--- config.mk ---
export PLATFORM = sky130hd
export DESIGN_NAME = dmts_cell
export DESIGN_NICKNAME = d
export VERILOG_FILES = /design/src/hdl/dmts_pkg.sv /design/src/hdl/dmts_cell.sv
export SDC_FILE = /design/constraint.sdc
export NUM_CORES = 1
export LEC_CHECK = 0
export BUFFER_PORTS_ARGS = -buffer_cell sky130_fd_sc_hd__buf_2
export CAP_MARGIN = 20
export CORE_ASPECT_RATIO = 1.1
export CORE_MARGIN = 5
export CORE_UTILIZATION = 47
export CTS_CLUSTER_DIAMETER = 150
export DETAILED_ROUTE_END_ITERATION = 8
export GPL_TIMING_DRIVEN = 0
export PLACE_DENSITY = 0.85
export SLEW_MARGIN = 20
export SYNTH_ARGS = -nofsm -noshare
export SYNTH_HDL_FRONTEND = slang
export SYNTH_SLANG_ARGS = --single-unit
--- constraint.sdc ---
create_clock -name clk -period 7 [get_ports clk]
set_input_delay 0.7 -clock clk [delete_from_list [all_inputs] [get_ports clk]]
set_output_delay 0.7 -clock clk [all_outputs]
set_load 0.01 [all_outputs]
--- src/hdl/dmts_pkg.sv ---
// shared types and constants of the two-list merge block
`timescale 1ns / 1ps

package dmts_pkg;

	localparam int MAX_ENTRIES_DEF = 64;
	localparam int KEY_W           = 24;
	localparam int TAG_W           = 32;
	localparam int POS_W           = 7;

	// request commands
	localparam logic [1:0] CMD_FIRST  = 2'd0;
	localparam logic [1:0] CMD_SECOND = 2'd1;
	localparam logic [1:0] CMD_FINISH = 2'd2;

	// membership status codes
	localparam logic [1:0] STAT_FIRST  = 2'd1;
	localparam logic [1:0] STAT_SECOND = 2'd2;
	localparam logic [1:0] STAT_BOTH   = 2'd3;

	typedef struct packed {
		logic [1:0]       command;
		logic [KEY_W-1:0] student_key;
		logic [TAG_W-1:0] entry_tag;
	} req_t;

	typedef struct packed {
		logic [POS_W-1:0] position;
		logic [KEY_W-1:0] key_out;
		logic [TAG_W-1:0] tag_out;
		logic             in_first;
		logic             in_second;
		logic             final_entry;
		logic             dropped;
	} result_t;

	typedef struct packed {
		logic [KEY_W-1:0] key;
		logic [TAG_W-1:0] tag;
		logic [1:0]       status;
	} cell_data_t;

	typedef struct packed {
		logic       valid;
		cell_data_t data;
	} entry_t;

	typedef enum logic [2:0] {
		CELL_HOLD,
		CELL_COMPARE,
		CELL_INSERT,
		CELL_MERGE,
		CELL_DRAIN
	} cell_op_t;

	typedef struct packed {
		cell_op_t   op;
		cell_data_t fresh;
	} cell_ctrl_t;

	typedef enum logic [1:0] {
		ST_IDLE,
		ST_LOOKUP,
		ST_APPLY,
		ST_EMIT
	} state_t;

endpackage

--- src/hdl/dmts_cell.sv ---
// one cell of the sorted key chain
`timescale 1ns / 1ps

module dmts_cell (
	input  logic                clk,
	input  logic                arst_n,
	input  dmts_pkg::cell_ctrl_t ctrl,
	input  dmts_pkg::entry_t    left,
	input  logic                left_gt,
	input  dmts_pkg::entry_t    right,
	output dmts_pkg::entry_t    entry,
	output logic                eq,
	output logic                gt
);

	logic                 valid_q;
	dmts_pkg::cell_data_t data_q;
	logic                 eq_q;
	logic                 gt_q;
	logic                 take_new;

	// boundary of the insertion point: first cell that is empty or whose key lies above the new one
	assign take_new = gt_q & ~left_gt;

	always_ff @(posedge clk or negedge arst_n) begin
		if (!arst_n) begin
			valid_q <= 1'b0;
		end else begin
			case (ctrl.op)
				dmts_pkg::CELL_INSERT: begin
					if (take_new) begin
						valid_q <= 1'b1;
					end else if (left_gt) begin
						valid_q <= left.valid;
					end
				end
				dmts_pkg::CELL_DRAIN: valid_q <= right.valid;
				default: valid_q <= valid_q;
			endcase
		end
	end

	always_ff @(posedge clk) begin
		case (ctrl.op)
			dmts_pkg::CELL_INSERT: begin
				if (take_new) begin
					data_q <= ctrl.fresh;
				end else if (left_gt) begin
					data_q <= left.data;
				end
			end
			dmts_pkg::CELL_MERGE: begin
				if (eq_q && data_q.status != dmts_pkg::STAT_SECOND) begin
					data_q.status <= dmts_pkg::STAT_BOTH;
				end
			end
			dmts_pkg::CELL_DRAIN: data_q <= right.data;
			default: data_q <= data_q;
		endcase
	end

	// compare flags, taken once per entry request
	always_ff @(posedge clk) begin
		if (ctrl.op == dmts_pkg::CELL_COMPARE) begin
			eq_q <= valid_q & (data_q.key == ctrl.fresh.key);
			gt_q <= ~valid_q | (data_q.key > ctrl.fresh.key);
		end
	end

	assign entry.valid = valid_q;
	assign entry.data  = data_q;
	assign eq          = eq_q;
	assign gt          = gt_q;

endmodule

==> parameters.txt <==
Parameter                              Value

Final layout
  Diode count ... 0
  # nets final ... 823
  Ratio of cells with drive above 1 in the final layout ... 0.445
  Growth of design area from synthesis to finish ... 40.4%

Drt
  Total length of routed wires ... 11900 um
  1st-pass router iterations ... 4
  Metal2 WL ... 6150 um
  Post-route antenna net violation count ... 0
  Met1 routed wirelength after detailed routing ... 4160 um
  Met3 Routed Length ... 1160 um
  DRT iter0 DRCs ... 139
  Routed via count ... 3732
  Detail-routed net length per standard cell ... 16.3 um
  DRC ... 0
  Post-DR vias/cell ... 5.13
  Highest routing layer actually used ... met4

Clock tree
  CTS root buffer ... sky130_fd_sc_hd__clkbuf_8
  # hold bufs at CTS ... 0
  Num Clock Sinks ... 61
  Post-CTS Setup Bufs ... 0
  Number of buffers inserted during clock tree synthesis ... 9
  Worst skew pair latency ... 0.33 ns
  Post-cts sizing count ... 0
  Max clock buf depth ... 2
  H-tree depth reported by CTS ... 3
  CTS clock-pin slew for the worst setup and hold paths ... 0.06 ns
  TritonCTS clock tree ... yes

Power
  Int Pwr ... 0.000651 W
  Sequential Power Share ... 0.494
  Power per cell area ... 164 nW/um^2
  Share of power burned in combinational logic ... 0.225
  Clock share of power ... 0.281
  IR Drop Worst-Case VDD ... 0.0982 mV
  Static leakage ... 2.53 nW
  Switching part of the total power ... 0.265
  Switching component of the power ... 0.000235 W

Floorplan
  Die Outline Area ... 10100 sq um
  Initial Util ... 0.484
  Vert. Die Dim ... 105 um
  Placeable core region ... 7960 sq um
  Die outline width ... 96.3 um
  Standard-cell rows ... 34
  Number of top-level pins ... 243

Synthesis
  Number of nets produced by synthesis ... 568
  Main synth FF type ... sky130_fd_sc_hd__edfxtp_1
  Cell types occupying the most area after synthesis ... sky130_fd_sc_hd__edfxtp_1, sky130_fd_sc_hd__mux2i_1, sky130_fd_sc_hd__ha_1
  Total standard cell area after synthesis ... 3850 sq um
  Library cell with the highest instance count after synthesis ... sky130_fd_sc_hd__nand2_1
  Share of synthesized area occupied by flip-flops and latches ... 0.474
  Mean instance size in the synthesized netlist ... 10.6 sq um
  Commonest cells post-synth ... sky130_fd_sc_hd__nand2_1, sky130_fd_sc_hd__edfxtp_1, sky130_fd_sc_hd__mux2i_1
  Synthesis warning total ... 0
  EDFF count, synth ... 60
  Count of cell types in the netlist ... 35
  Top cell type's share of synthesized area ... 0.468
  Flip-flop and latch count after synthesis ... 61
  Top cell type by total area after synthesis ... sky130_fd_sc_hd__edfxtp_1
  Gate Count Post-Synth ... 362
  Proportion of synthesized flip-flops having asynchronous set or reset ... 0.0164

Setup path
  End of the worst register-to-register path ... gt$_DFFE_PN_
  Register-to-Register Path Depth ... 6
  Data required time of the worst path ... 7.21 ns
  Type of element capturing the critical path ... flop
  R2r startpoint ... entry[53]$_DFFE_PP_
  Critical path type ... input pin to flop
  Register-to-register setup slack ... 5.03 ns
  WP data arrival ... 2.31 ns
  Startpoint type of the worst setup path ... input pin
  Crit path max fanout ... 24

STA
  Final Hold Vio Count ... 0
  Share of the clock period used by the worst path ... 0.300
  Max frequency ... 476 MHz
  Hold Worst Slack ... 0.148 ns
  Slew at the pin closest to its max-slew limit ... 0.591 ns
  Worst-case headroom to the max-slew limit ... 0.605
  Maximum clock skew at final layout ... 0.0132 ns
  Max Slew Vio Count ... 0
  Number of failing setup endpoints in the final timing report ... 0
  Unrepaired setup endpoints after global routing ... no
  Setup TNS ... 0 ns
  Fin crit period ... 2.10 ns

Placed design
  DP Wirelength ... 9730 um
  Weighted congestion reported at the end of routability-driven placement ... 0.798
  Count of input and output buffers ... 242

Global routing
  All-layer global routing usage ... 0.228
  Number of global-route vias before repair ... 3900
  Wire length of the first global-routing pass ... 17800 um
  Largest net degree at the start of global routing ... 25
  Initial antenna violation count ... 0
  Remaining global-route overflow ... 0

Outcome
  Run status ... finished clean

Min path
  Min-delay worst type ... input pin to asynchronous set/reset pin

Job
  Max Cap Viol ... 0
how the worst max path moves through the flow:
stage,from,end,slack (ns),depth (start not counted)
after floorplan,ctrl[60],valid_q$_DFFE_PN0P_,2.63,4
after global placement,ctrl[60],valid_q$_DFFE_PN0P_,1.27,5
after detailed placement,ctrl[60],valid_q$_DFFE_PN0P_,4.55,6
after CTS,ctrl[60],valid_q$_DFFE_PN0P_,4.90,6
after global routing,ctrl[60],valid_q$_DFFE_PN0P_,4.79,6
final,ctrl[60],valid_q$_DFFE_PN0P_,4.90,6
layout by cell type (no fill, tap or decap), types with 2 or more instances in the layout:
master	count
sky130_fd_sc_hd__a211oi_1	3
sky130_fd_sc_hd__clkinv_2	2
sky130_fd_sc_hd__nand3_1	4
sky130_fd_sc_hd__a21oi_1	11
sky130_fd_sc_hd__and4_1	2
sky130_fd_sc_hd__a21o_1	3
sky130_fd_sc_hd__nand2b_1	2
sky130_fd_sc_hd__nor3_1	3
sky130_fd_sc_hd__nor2b_1	3
sky130_fd_sc_hd__inv_1	25
sky130_fd_sc_hd__nand4_1	4
sky130_fd_sc_hd__buf_6	12
sky130_fd_sc_hd__nor2_1	3
sky130_fd_sc_hd__edfxtp_1	60
sky130_fd_sc_hd__clkbuf_8	9
sky130_fd_sc_hd__nand2_1	62
sky130_fd_sc_hd__mux2i_1	56
sky130_fd_sc_hd__buf_2	243
sky130_fd_sc_hd__o21ai_1	14
sky130_fd_sc_hd__o21ai_0	48
sky130_fd_sc_hd__buf_12	2
sky130_fd_sc_hd__ha_1	24
sky130_fd_sc_hd__clkbuf_1	6
sky130_fd_sc_hd__clkinv_1	2
sky130_fd_sc_hd__buf_16	2
power groups by stage:
stage	Sequential [W]	Combinational, W	Clock (W)
floorplan	0.000456	0.0000897	0
detailed placement	0.000446	0.000200	0
global placement	0.000447	0.000187	0
CTS	0.000438	0.000201	0.000254
global route	0.000440	0.000220	0.000268
finish	0.000438	0.000199	0.000249
registers in the layout, indices dropped and copies added (netlist names):
signal	count
gt	1
valid_q	1
eq	1
entry	58
routing by layer:
metal,track usage,up-vias
li1,-,1816
met1,0.238,1698
met2,0.409,182
met3,0.0618,36
met4,0.113,0
met5,0,-
logic make-up (layout without fill, tap and decap cells):
logic type	count (synthesis)	in the layout	share of synthesized area
flops	61	61	0.474
mux	57	57	0.148
simple gates	90	90	0.105
compound gates	84	84	0.116
buf+inv	46	304	0.0779
fa+ha+maj	24	24	0.0779
stage by stage:
step                      power, W  instance area, sq um  setup WS (ns)  std cells   util
after global routing      0.000928                  5410           4.79        728  0.680
after detailed placement  0.000646                  5270           4.55        714  0.662
after CTS                 0.000893                  5410           4.90        728  0.680
final                     0.000886                  5410           4.90        728  0.680
after floorplan           0.000545                  3850           2.63        362      -
after global placement    0.000634                  5200           1.27        712  0.654
critical path, stage by stage:
cell and delay, ns:
sky130_fd_sc_hd__buf_2 0.14, sky130_fd_sc_hd__and2b_1 0.21, sky130_fd_sc_hd__o21ai_0 0.14, sky130_fd_sc_hd__a21oi_4 0.53, sky130_fd_sc_hd__buf_16 0.25, sky130_fd_sc_hd__mux2_2 0.34
cell type report:
type                    instances  area, sq um
inverters                      25         93.8
multi-input cells             255         1740
clock inverters                 4         17.5
flip-flops and latches         61         1830
fillers                       618         2540
repair buffers                244         1270
well taps                     108          135
plain buffers                  21          206
clock buffers                  10          128
Power figures use the tool's default switching activity.
